$ cat src/design/gtm_pkg.sv
// ----------------------------------------------------------------------------
// gtm_pkg: shared definitions for the Goertzel tone magnitude block
// Widths of the recurrence stores, the serial units and the sequencer states.
// ----------------------------------------------------------------------------
package gtm_pkg;

   // input sample port width and default significant bits
   localparam int SAMPLE_W            = 16;
   localparam int SAMPLE_BITS_DEFAULT = 16;

   // coefficient register
   localparam int                 COEFF_W     = 9;
   localparam logic [COEFF_W-1:0] COEFF_RESET = 9'd154;

   // recurrence stores and serial multiplier
   localparam int Q_W     = 32;
   localparam int MCAND_W = COEFF_W + Q_W;   // multiplicand width
   localparam int PROD_W  = MCAND_W + Q_W;   // full product width
   localparam int SQ_W    = 2 * Q_W;         // sum of squares width

   // divide by the coefficient scale
   localparam int DIVISOR = 100;
   localparam int REM_W   = 7;

   // power and magnitude
   localparam int POWER_W = 32;
   localparam int ROOT_W  = POWER_W / 2;
   localparam int MAG_W   = 16;

   // divider command
   typedef struct packed {
      logic start;
      logic wide;   // full-width dividend, else the narrow recurrence product
   } div_cmd_type;

   // sequencer states
   typedef enum logic [11:0] {
      ST_IDLE     = 12'b0000_0000_0001,
      ST_REC_MUL  = 12'b0000_0000_0010,
      ST_REC_DIV  = 12'b0000_0000_0100,
      ST_REC_SUM  = 12'b0000_0000_1000,
      ST_PWR_SQ1  = 12'b0000_0001_0000,
      ST_PWR_SQ2  = 12'b0000_0010_0000,
      ST_PWR_CQ2  = 12'b0000_0100_0000,
      ST_PWR_CQ12 = 12'b0000_1000_0000,
      ST_PWR_DIV  = 12'b0001_0000_0000,
      ST_PWR_SUM  = 12'b0010_0000_0000,
      ST_ROOT     = 12'b0100_0000_0000,
      ST_OUT      = 12'b1000_0000_0000
   } state_type;

endpackage

$ cat src/design/gtm_mul.sv
// ----------------------------------------------------------------------------
// gtm_mul: serial unsigned multiplier
// Shift-add, one multiplier bit per cycle, LSB first; product held until the
// next start.
// ----------------------------------------------------------------------------
module gtm_mul (
   input  logic                         clock,
   input  logic                         reset,
   input  logic                         start,
   input  logic [gtm_pkg::MCAND_W-1:0]  mcand,
   input  logic [gtm_pkg::Q_W-1:0]      mplr,
   output logic                         done,
   output logic [gtm_pkg::PROD_W-1:0]   product
);

   localparam int                CNT_W     = $clog2(gtm_pkg::Q_W);
   localparam logic [CNT_W-1:0]  LAST_STEP = CNT_W'(gtm_pkg::Q_W - 1);

   logic                         busy_ff, busy_in;
   logic                         done_ff, done_in;
   logic [CNT_W-1:0]             count_ff, count_in;
   logic [gtm_pkg::MCAND_W-1:0]  mcand_ff, mcand_in;
   logic [gtm_pkg::MCAND_W-1:0]  hi_ff, hi_in;
   logic [gtm_pkg::Q_W-1:0]      lo_ff, lo_in;
   logic [gtm_pkg::MCAND_W:0]    sum;

   // partial product add on the low multiplier bit
   assign sum = {1'b0, hi_ff} + (lo_ff[0] ? {1'b0, mcand_ff} : '0);

   always_comb begin
      busy_in  = busy_ff;
      done_in  = 1'b0;
      count_in = count_ff;
      mcand_in = mcand_ff;
      hi_in    = hi_ff;
      lo_in    = lo_ff;
      if (start) begin
         busy_in  = 1'b1;
         count_in = '0;
         mcand_in = mcand;
         hi_in    = '0;
         lo_in    = mplr;
      end else if (busy_ff) begin
         count_in = count_ff + 1'b1;
         hi_in    = sum[gtm_pkg::MCAND_W:1];
         lo_in    = {sum[0], lo_ff[gtm_pkg::Q_W-1:1]};
         if (count_ff == LAST_STEP) begin
            busy_in = 1'b0;
            done_in = 1'b1;
         end
      end
   end

   // control
   always_ff @(posedge clock) begin
      if (reset) begin
         busy_ff <= 1'b0;
         done_ff <= 1'b0;
      end else begin
         busy_ff <= busy_in;
         done_ff <= done_in;
      end
   end

   // datapath
   always_ff @(posedge clock) begin
      count_ff <= count_in;
      mcand_ff <= mcand_in;
      hi_ff    <= hi_in;
      lo_ff    <= lo_in;
   end

   assign done    = done_ff;
   assign product = {hi_ff, lo_ff};

endmodule

$ cat src/design/gtm_div100.sv
// ----------------------------------------------------------------------------
// gtm_div100: serial divide by the coefficient scale
// Restoring division, one quotient bit per cycle, MSB first; the remainder
// stays below the divisor so the compare is narrow.
// ----------------------------------------------------------------------------
module gtm_div100 (
   input  logic                        clock,
   input  logic                        reset,
   input  gtm_pkg::div_cmd_type        cmd,
   input  logic [gtm_pkg::PROD_W-1:0]  dividend,
   output logic                        done,
   output logic [gtm_pkg::PROD_W-1:0]  quotient
);

   localparam int                CNT_W       = $clog2(gtm_pkg::PROD_W);
   localparam int                ALIGN       = gtm_pkg::PROD_W - gtm_pkg::MCAND_W;
   localparam logic [CNT_W-1:0]  LAST_WIDE   = CNT_W'(gtm_pkg::PROD_W - 1);
   localparam logic [CNT_W-1:0]  LAST_NARROW = CNT_W'(gtm_pkg::MCAND_W - 1);
   localparam logic [gtm_pkg::REM_W:0] DIV_K = (gtm_pkg::REM_W + 1)'(gtm_pkg::DIVISOR);

   logic                         busy_ff, busy_in;
   logic                         done_ff, done_in;
   logic [CNT_W-1:0]             count_ff, count_in;
   logic [CNT_W-1:0]             last_ff, last_in;
   logic [gtm_pkg::REM_W-1:0]    rem_ff, rem_in;
   logic [gtm_pkg::PROD_W-1:0]   shift_ff, shift_in;
   logic [gtm_pkg::REM_W:0]      trial;
   logic [gtm_pkg::REM_W:0]      diff;
   logic                         ge;

   // one restoring step
   assign trial = {rem_ff, shift_ff[gtm_pkg::PROD_W-1]};
   assign ge    = (trial >= DIV_K);
   assign diff  = trial - DIV_K;

   always_comb begin
      busy_in  = busy_ff;
      done_in  = 1'b0;
      count_in = count_ff;
      last_in  = last_ff;
      rem_in   = rem_ff;
      shift_in = shift_ff;
      if (cmd.start) begin
         busy_in  = 1'b1;
         count_in = '0;
         rem_in   = '0;
         // narrow dividends are moved to the top so only their bits are walked
         if (cmd.wide) begin
            shift_in = dividend;
            last_in  = LAST_WIDE;
         end else begin
            shift_in = dividend << ALIGN;
            last_in  = LAST_NARROW;
         end
      end else if (busy_ff) begin
         count_in = count_ff + 1'b1;
         rem_in   = ge ? diff[gtm_pkg::REM_W-1:0] : trial[gtm_pkg::REM_W-1:0];
         shift_in = {shift_ff[gtm_pkg::PROD_W-2:0], ge};
         if (count_ff == last_ff) begin
            busy_in = 1'b0;
            done_in = 1'b1;
         end
      end
   end

   // control
   always_ff @(posedge clock) begin
      if (reset) begin
         busy_ff <= 1'b0;
         done_ff <= 1'b0;
      end else begin
         busy_ff <= busy_in;
         done_ff <= done_in;
      end
   end

   // datapath
   always_ff @(posedge clock) begin
      count_ff <= count_in;
      last_ff  <= last_in;
      rem_ff   <= rem_in;
      shift_ff <= shift_in;
   end

   assign done     = done_ff;
   assign quotient = shift_ff;

endmodule

$ cat src/design/gtm_sqrt.sv
// ----------------------------------------------------------------------------
// gtm_sqrt: serial floor square root
// Two radicand bits in and one root bit out per cycle.
// ----------------------------------------------------------------------------
module gtm_sqrt (
   input  logic                         clock,
   input  logic                         reset,
   input  logic                         start,
   input  logic [gtm_pkg::POWER_W-1:0]  radicand,
   output logic                         done,
   output logic [gtm_pkg::ROOT_W-1:0]   root
);

   localparam int                CNT_W     = $clog2(gtm_pkg::ROOT_W);
   localparam int                REMW      = gtm_pkg::ROOT_W + 1;
   localparam int                CANDW     = REMW + 2;
   localparam logic [CNT_W-1:0]  LAST_STEP = CNT_W'(gtm_pkg::ROOT_W - 1);

   logic                         busy_ff, busy_in;
   logic                         done_ff, done_in;
   logic [CNT_W-1:0]             count_ff, count_in;
   logic [gtm_pkg::POWER_W-1:0]  rad_ff, rad_in;
   logic [REMW-1:0]              rem_ff, rem_in;
   logic [gtm_pkg::ROOT_W-1:0]   root_ff, root_in;
   logic [CANDW-1:0]             cand;
   logic [CANDW-1:0]             trial;
   logic [CANDW-1:0]             diff;
   logic                         ge;

   // remainder with next bit pair against 4r+1
   assign cand  = {rem_ff, rad_ff[gtm_pkg::POWER_W-1 -: 2]};
   assign trial = {1'b0, root_ff, 2'b01};
   assign ge    = (cand >= trial);
   assign diff  = cand - trial;

   always_comb begin
      busy_in  = busy_ff;
      done_in  = 1'b0;
      count_in = count_ff;
      rad_in   = rad_ff;
      rem_in   = rem_ff;
      root_in  = root_ff;
      if (start) begin
         busy_in  = 1'b1;
         count_in = '0;
         rad_in   = radicand;
         rem_in   = '0;
         root_in  = '0;
      end else if (busy_ff) begin
         count_in = count_ff + 1'b1;
         rad_in   = {rad_ff[gtm_pkg::POWER_W-3:0], 2'b00};
         rem_in   = ge ? diff[REMW-1:0] : cand[REMW-1:0];
         root_in  = {root_ff[gtm_pkg::ROOT_W-2:0], ge};
         if (count_ff == LAST_STEP) begin
            busy_in = 1'b0;
            done_in = 1'b1;
         end
      end
   end

   // control
   always_ff @(posedge clock) begin
      if (reset) begin
         busy_ff <= 1'b0;
         done_ff <= 1'b0;
      end else begin
         busy_ff <= busy_in;
         done_ff <= done_in;
      end
   end

   // datapath
   always_ff @(posedge clock) begin
      count_ff <= count_in;
      rad_ff   <= rad_in;
      rem_ff   <= rem_in;
      root_ff  <= root_in;
   end

   assign done = done_ff;
   assign root = root_ff;

endmodule

$ cat src/design/goertzel_tone_magnitude.sv
// A sample without the last flag occupies the block for its recurrence steps
// (multiply, divide, sum). A sample that closes a block gives its magnitude word
// after the power and root steps too; the next sample is taken in the cycle the word appears.
// The pace is set by the bit-serial multiplier and the serial divide by 100; no
// new sample is taken until the last is through. The output register frees the input.
// Reset (synchronous): stores cleared, coefficient 154, no word pending.
// ----------------------------------------------------------------------------
// goertzel_tone_magnitude: integer Goertzel tone detector
// Runs the recurrence on each sample and, on the closing sample, the block
// power and its floor square root, on serial units; multiplier and divider are shared.
// ----------------------------------------------------------------------------
module goertzel_tone_magnitude #(
   parameter int SAMPLE_BITS = gtm_pkg::SAMPLE_BITS_DEFAULT
) (
   input  logic                         clock,
   input  logic                         reset,
   input  logic                         req_valid,
   output logic                         req_ready,
   input  logic [gtm_pkg::SAMPLE_W-1:0] req_sample,
   input  logic                         req_last,
   output logic                         rsp_valid,
   input  logic                         rsp_ready,
   output logic [gtm_pkg::MAG_W-1:0]    rsp_magnitude,
   input  logic                         csr_wr_en,
   input  logic [gtm_pkg::COEFF_W-1:0]  csr_wr_data
);

   localparam int                      QW     = gtm_pkg::Q_W;
   localparam int                      CW     = gtm_pkg::COEFF_W;
   localparam logic [gtm_pkg::POWER_W-1:0] POWER_SAT = '1;

   gtm_pkg::state_type           state_ff, state_in;
   logic                         go_ff, go_in;
   logic [CW-1:0]                coeff_ff, coeff_in;
   logic [QW-1:0]                q1_ff, q1_in;
   logic [QW-1:0]                q2_ff, q2_in;
   logic [QW-1:0]                sample_ff, sample_in;
   logic                         last_ff, last_in;
   logic [gtm_pkg::SQ_W-1:0]     sum_ff, sum_in;
   logic [gtm_pkg::POWER_W-1:0]  power_ff, power_in;
   logic                         rsp_valid_ff, rsp_valid_in;
   logic [gtm_pkg::MAG_W-1:0]    rsp_mag_ff, rsp_mag_in;

   logic                         c_neg;
   logic [CW-1:0]                c_mag;
   logic [QW-1:0]                q1_mag;
   logic [QW-1:0]                q2_mag;
   logic [QW-1:0]                quot_lo;
   logic [QW-1:0]                quot_signed;
   logic [QW-1:0]                q0;

   logic                         mul_start;
   logic                         mul_done;
   logic [gtm_pkg::MCAND_W-1:0]  mul_mcand;
   logic [QW-1:0]                mul_mplr;
   logic [gtm_pkg::PROD_W-1:0]   mul_product;

   gtm_pkg::div_cmd_type         div_cmd;
   logic                         div_done;
   logic [gtm_pkg::PROD_W-1:0]   div_quotient;

   logic                         root_start;
   logic                         root_done;
   logic [gtm_pkg::ROOT_W-1:0]   root_value;

   logic [gtm_pkg::SQ_W-1:0]     term;
   logic                         term_neg;
   logic [gtm_pkg::SQ_W:0]       pwr_plus;
   logic [gtm_pkg::SQ_W:0]       pwr_minus;
   logic [gtm_pkg::POWER_W-1:0]  pwr_clamped;
   logic                         out_load;

   // magnitudes and signs of the operands
   assign c_neg  = coeff_ff[CW-1];
   assign c_mag  = c_neg ? (~coeff_ff + 1'b1) : coeff_ff;
   assign q1_mag = q1_ff[QW-1] ? (~q1_ff + 1'b1) : q1_ff;
   assign q2_mag = q2_ff[QW-1] ? (~q2_ff + 1'b1) : q2_ff;

   // recurrence: trunc(c*q1/100) - q2 + x, wrapping to 32 bits
   assign quot_lo     = div_quotient[QW-1:0];
   assign quot_signed = (c_neg ^ q1_ff[QW-1]) ? (~quot_lo + 1'b1) : quot_lo;
   assign q0          = quot_signed - q2_ff + sample_ff;

   // block power: s -/+ trunc(|q1*q2*c|/100), clamped to 32 bits
   assign term      = div_quotient[gtm_pkg::SQ_W-1:0];
   assign term_neg  = q1_ff[QW-1] ^ q2_ff[QW-1] ^ c_neg;
   assign pwr_plus  = {1'b0, sum_ff} + {1'b0, term};
   assign pwr_minus = {1'b0, sum_ff} - {1'b0, term};

   always_comb begin
      if (term_neg) begin
         if (pwr_plus[gtm_pkg::SQ_W:gtm_pkg::POWER_W] != '0) begin
            pwr_clamped = POWER_SAT;
         end else begin
            pwr_clamped = pwr_plus[gtm_pkg::POWER_W-1:0];
         end
      end else begin
         if (pwr_minus[gtm_pkg::SQ_W]) begin
            pwr_clamped = '0;
         end else if (pwr_minus[gtm_pkg::SQ_W-1:gtm_pkg::POWER_W] != '0) begin
            pwr_clamped = POWER_SAT;
         end else begin
            pwr_clamped = pwr_minus[gtm_pkg::POWER_W-1:0];
         end
      end
   end

   // multiplier operand selection per step
   always_comb begin
      unique case (state_ff)
         gtm_pkg::ST_PWR_SQ1: begin
            mul_mcand = gtm_pkg::MCAND_W'(q1_mag);
            mul_mplr  = q1_mag;
         end
         gtm_pkg::ST_PWR_SQ2: begin
            mul_mcand = gtm_pkg::MCAND_W'(q2_mag);
            mul_mplr  = q2_mag;
         end
         gtm_pkg::ST_PWR_CQ2: begin
            mul_mcand = gtm_pkg::MCAND_W'(c_mag);
            mul_mplr  = q2_mag;
         end
         gtm_pkg::ST_PWR_CQ12: begin
            mul_mcand = mul_product[gtm_pkg::MCAND_W-1:0];
            mul_mplr  = q1_mag;
         end
         default: begin
            mul_mcand = gtm_pkg::MCAND_W'(c_mag);
            mul_mplr  = q1_mag;
         end
      endcase
   end

   // unit starts on the first cycle of each step
   assign mul_start    = go_ff & ((state_ff == gtm_pkg::ST_REC_MUL) |
                                  (state_ff == gtm_pkg::ST_PWR_SQ1) |
                                  (state_ff == gtm_pkg::ST_PWR_SQ2) |
                                  (state_ff == gtm_pkg::ST_PWR_CQ2) |
                                  (state_ff == gtm_pkg::ST_PWR_CQ12));
   assign div_cmd.start = go_ff & ((state_ff == gtm_pkg::ST_REC_DIV) |
                                   (state_ff == gtm_pkg::ST_PWR_DIV));
   assign div_cmd.wide  = (state_ff == gtm_pkg::ST_PWR_DIV);
   assign root_start    = go_ff & (state_ff == gtm_pkg::ST_ROOT);

   assign out_load = ~rsp_valid_ff | rsp_ready;

   // sequencer
   always_comb begin
      state_in     = state_ff;
      q1_in        = q1_ff;
      q2_in        = q2_ff;
      sample_in    = sample_ff;
      last_in      = last_ff;
      sum_in       = sum_ff;
      power_in     = power_ff;
      rsp_mag_in   = rsp_mag_ff;
      rsp_valid_in = rsp_valid_ff & ~rsp_ready;
      coeff_in     = csr_wr_en ? csr_wr_data : coeff_ff;
      unique case (state_ff)
         gtm_pkg::ST_IDLE: begin
            if (req_valid) begin
               // low SAMPLE_BITS bits, sign-extended
               sample_in = {{(QW - SAMPLE_BITS){req_sample[SAMPLE_BITS-1]}},
                            req_sample[SAMPLE_BITS-1:0]};
               last_in   = req_last;
               state_in  = gtm_pkg::ST_REC_MUL;
            end
         end
         gtm_pkg::ST_REC_MUL: begin
            if (mul_done) state_in = gtm_pkg::ST_REC_DIV;
         end
         gtm_pkg::ST_REC_DIV: begin
            if (div_done) state_in = gtm_pkg::ST_REC_SUM;
         end
         gtm_pkg::ST_REC_SUM: begin
            q2_in    = q1_ff;
            q1_in    = q0;
            state_in = last_ff ? gtm_pkg::ST_PWR_SQ1 : gtm_pkg::ST_IDLE;
         end
         gtm_pkg::ST_PWR_SQ1: begin
            if (mul_done) begin
               sum_in   = mul_product[gtm_pkg::SQ_W-1:0];
               state_in = gtm_pkg::ST_PWR_SQ2;
            end
         end
         gtm_pkg::ST_PWR_SQ2: begin
            if (mul_done) begin
               sum_in   = sum_ff + mul_product[gtm_pkg::SQ_W-1:0];
               state_in = gtm_pkg::ST_PWR_CQ2;
            end
         end
         gtm_pkg::ST_PWR_CQ2: begin
            if (mul_done) state_in = gtm_pkg::ST_PWR_CQ12;
         end
         gtm_pkg::ST_PWR_CQ12: begin
            if (mul_done) state_in = gtm_pkg::ST_PWR_DIV;
         end
         gtm_pkg::ST_PWR_DIV: begin
            if (div_done) state_in = gtm_pkg::ST_PWR_SUM;
         end
         gtm_pkg::ST_PWR_SUM: begin
            // stores cleared for the next block
            power_in = pwr_clamped;
            q1_in    = '0;
            q2_in    = '0;
            state_in = gtm_pkg::ST_ROOT;
         end
         gtm_pkg::ST_ROOT: begin
            if (root_done) state_in = gtm_pkg::ST_OUT;
         end
         gtm_pkg::ST_OUT: begin
            if (out_load) begin
               rsp_mag_in   = gtm_pkg::MAG_W'(root_value);
               rsp_valid_in = 1'b1;
               state_in     = gtm_pkg::ST_IDLE;
            end
         end
         default: begin
            state_in = gtm_pkg::ST_IDLE;
         end
      endcase
      go_in = (state_in != state_ff);
   end

   // control and stores
   always_ff @(posedge clock) begin
      if (reset) begin
         state_ff     <= gtm_pkg::ST_IDLE;
         go_ff        <= 1'b0;
         coeff_ff     <= gtm_pkg::COEFF_RESET;
         q1_ff        <= '0;
         q2_ff        <= '0;
         rsp_valid_ff <= 1'b0;
      end else begin
         state_ff     <= state_in;
         go_ff        <= go_in;
         coeff_ff     <= coeff_in;
         q1_ff        <= q1_in;
         q2_ff        <= q2_in;
         rsp_valid_ff <= rsp_valid_in;
      end
   end

   // payload
   always_ff @(posedge clock) begin
      sample_ff  <= sample_in;
      last_ff    <= last_in;
      sum_ff     <= sum_in;
      power_ff   <= power_in;
      rsp_mag_ff <= rsp_mag_in;
   end

   gtm_mul u_mul (
      .clock   (clock),
      .reset   (reset),
      .start   (mul_start),
      .mcand   (mul_mcand),
      .mplr    (mul_mplr),
      .done    (mul_done),
      .product (mul_product)
   );

   gtm_div100 u_div (
      .clock    (clock),
      .reset    (reset),
      .cmd      (div_cmd),
      .dividend (mul_product),
      .done     (div_done),
      .quotient (div_quotient)
   );

   gtm_sqrt u_sqrt (
      .clock    (clock),
      .reset    (reset),
      .start    (root_start),
      .radicand (power_ff),
      .done     (root_done),
      .root     (root_value)
   );

   assign req_ready     = (state_ff == gtm_pkg::ST_IDLE);
   assign rsp_valid     = rsp_valid_ff;
   assign rsp_magnitude = rsp_mag_ff;

endmodule

$ cat config.mk
export PLATFORM = sky130hd
export DESIGN_NAME = goertzel_tone_magnitude
export DESIGN_NICKNAME = d
export VERILOG_FILES = /design/src/design/gtm_pkg.sv /design/src/design/gtm_mul.sv /design/src/design/gtm_div100.sv /design/src/design/gtm_sqrt.sv /design/src/design/goertzel_tone_magnitude.sv
export SDC_FILE = /design/constraint.sdc
export NUM_CORES = 2
export LEC_CHECK = 0
export BUFFER_PORTS_ARGS = -buffer_cell sky130_fd_sc_hd__buf_2
export CORE_UTILIZATION = 38
export DETAILED_ROUTE_END_ITERATION = 7
export GPL_TIMING_DRIVEN = 1
export PLACE_DENSITY = 0.6
export RECOVER_POWER = 50
export SYNTH_ARGS = -nofsm -noshare
export SYNTH_HDL_FRONTEND = slang
export SYNTH_SLANG_ARGS = --single-unit
export TNS_END_PERCENT = 20
$ cat constraint.sdc
create_clock -name clock -period 8.94 [get_ports clock]
set_input_delay 0.894 -clock clock [delete_from_list [all_inputs] [get_ports clock]]
set_output_delay 0.894 -clock clock [all_outputs]
set_load 0.05 [all_outputs]
==> impl_results.md <==
- Maxcap violations: 12
- Clock sink count: around 500
- Synthesis Warnings: 0
- Cells after Synth: 4805
- # hold bufs at CTS: 0
- Die width: 326 µm
- Tot GR Track Use: 25.0%
- Dpl cells: around 6100
- Post-route insts no fill: between 6000 and 7000
- Area grow syn2layout: 8.79%
- Async SR Flop Fraction: 0%
- Slew Limit Fails: 600
- Fin worst setup slack: 1.88 ns
- First DRT Iteration DRCs: 3894
- Worst-margin pin slew: 4.87 ns
- Cell Pwr Density: 159 nW/µm²
- Global route total overflow: 0
- Avg Cell Area, Syn: around 8.3 µm²
- Period utilization: 79.0%
- Slew margin rel.: -225%
- Setup bufs post-CTS: 0
- Placeable Area: 104000 µm²
- Unique masters post-synth: approximately 100
- Share of total power in the clock network: between 30% and 40%
- Post-synthesis sequential area ratio: approximately a third
- Skew final: approximately 0.051 ns
- Drt wl/cell: about 22 µm
- EDFF count, synth: 309
- Share of post-route cells with drive strength above 1: 5.93%
- Seq pwr share: between 30% and 40%
- Critical Path AT: 7.38 ns
- Violated checks: max-capacitance violations, max-slew violations
- Final min period: just over 7 ns
- Synthesized area: ~40000 µm²
- Final setup violation count: 0
- Via density: 5.89
- Register bit count reported by yosys: 499
- Commonest non-fill, non-tap cell in the layout: nand2_1
- CP Class: flip-flop to flip-flop
- Data required, critical path: 9.26 ns
- Clock root cell: clkbuf_16
- Design area: ~43000 µm²
- Clock Latency Late Sink: around 0.67 ns
- IO Pins: 49
- # rows: between 100 and 150
- Largest net degree at the start of global routing: 90
- Pre-CTS setup slack: 3.09 ns
- RSZ-0062 raised after global routing: no
- Crit Path Max Fanout: 55
- Maximum vdd drop: 0.193 mV
- RePlAce Congestion: 1.00
- Maximum clock frequency: about 140 MHz
- Initial Utilization: 38.4%
- Most used flip-flop cell after synthesis: edfxtp_1
- CTS HTree Levels: 2
- Reg clk slew, reported paths: roughly 0.06 ns
- CTS tree: done
- Die area: 106000 µm²
- Vias in the first global route: about 34000
- Critical Path Start Type: flip-flop
- Port bufs: between 40 and 50
- Syn nets: 5164
- # DRC: 0
- CTS resizes: 0
- Switching Share: 31.4%
- Status: finished with violations
- P_int: 4.73 mW
- ANT nets after route: 0
- 1st-pass router iterations: 8
- DR vias: 36340
- Final #Nets: 5101
- Hold slack final: 0.397 ns
- Total negative setup slack: 0 ns
- Tightest Hold Check Type: input pin to flip-flop
- Routed wire length: between 100000 and 150000 µm
- Comb pwr share: 23.8%
- Multi-input logic area: about 25000 µm²
- Reg area: 13100 µm²
- Crit. End Element: flip-flop
- Net Sw Power: 2.17 mW
- Initial antenna violation count: 3
- Leak: 17.2 nW
- Die Y: 326 µm
- Clk buf depth: 3
- TritonCTS buffer count: 57
- Most frequent cells in the layout: nand2_1, nor2_1, o21ai_0
- Cell Area, Placed: 41500 µm²
- Final count of hold timing violations: 0
- Fill cell count: ~11000
- Dpl hpwl: 104000 µm
- First-pass GRT wire length: 207000 µm
-- flip-flops by register name, summed over array words and instances (netlist names), 32 cells and up --
signal / count
q2_ff: 32
u_mul.lo_ff: 32
u_mul.hi_ff: 41
u_mul.mcand_ff: 41
power_ff: 32
u_sqrt.rad_ff: 32
sum_ff: 64
q1_ff: 32
u_div.quotient: 73
-- cell families after synthesis --
logic type	share of synthesized area, %
AND/OR/NAND/NOR	19.2
flip-flops	32.7
adder cells (fa/ha/maj)	10.9
XOR/XNOR	6.25
multiplexers	2.96
buffers and inverters	5.09
AO/OA/AOI/OAI	22.8
-- worst max-delay path: stages, from the launching register on --
cell and delay (ns):
dfxtp_1 0.49, nor4_1 0.12, and3_1 0.26, nand4b_1 0.11, clkbuf_1 1.88, nand2_1 0.20
nand2_1 0.34, clkinvlp_2 1.76, o21ai_0 1.53
-- worst paths after layout --
kind / start / end / slack [ns] / cells past startpoint
setup / recovery: state_ff[7] / u_div.quotient[0] / 1.88 / 8
hold reg to reg: u_div.rem_ff[6] / u_div.rem_ff[6] / 0.47 / 2
hold / removal: req_sample[15] / sample_ff[15] / 0.40 / 1
setup reg to reg: state_ff[7] / u_div.quotient[0] / 1.88 / 8
-- per-layer routing --
metal	track usage (%)	up-vias	wire, µm
li1	-	17238	-
met1	35.5	17436	61600
met2	38.6	1418	59900
met3	3.10	248	10200
met4	9.13	0	5380
met5	0	-	0
-- cell type report --
type	instances	share of cell area [%]
well taps	1380	3.97
flip-flops and latches	499	30.1
diodes	2	0.0115
multi-input cells	3784	57.3
inverters	293	2.54
clock buffers	83	4.01
clock inverters	25	0.622
repair buffers	107	1.42
-- synthesized netlist by cell type, types with 91 or more instances --
cell type	number	share of area, %
a21o_1	96	1.8
a21oi_1	343	4.3
clkbuf_1	182	1.7
dfxtp_1	190	9.5
edfxtp_1	309	23
ha_1	293	9.2
inv_1	290	2.7
mux2i_1	100	2.5
nand2_1	578	5.4
nor2_1	439	4.1
nor3_1	91	1.1
o21ai_0	388	4.9
xnor2_1	185	4.1
xor2_1	100	2.2
-- power groups by stage --
| stage | sequential [mW] | combinational (mW) | clock (mW) |
|---|---|---|---|
| final | 2.74 | 1.64 | 2.52 |
| after global routing | 2.75 | 1.83 | 2.65 |
| after CTS | 2.73 | 1.62 | 2.57 |
| after detailed placement | 2.78 | 1.61 | 0 |
| after global placement | 2.78 | 1.60 | 0 |
| after floorplan | 2.70 | 1.30 | 0 |
-- metrics by stage --
stage | utilization (%) | power, mW
2_1_floorplan | - | 4.00
3_3_place_gp | 39.9 | 4.38
3_5_place_dp | 39.9 | 4.39
4_1_cts | 41.9 | 6.93
5_1_grt | 41.8 | 7.23
6_report | 41.8 | 6.90
No activity file was read; power rests on OpenSTA's default activity.
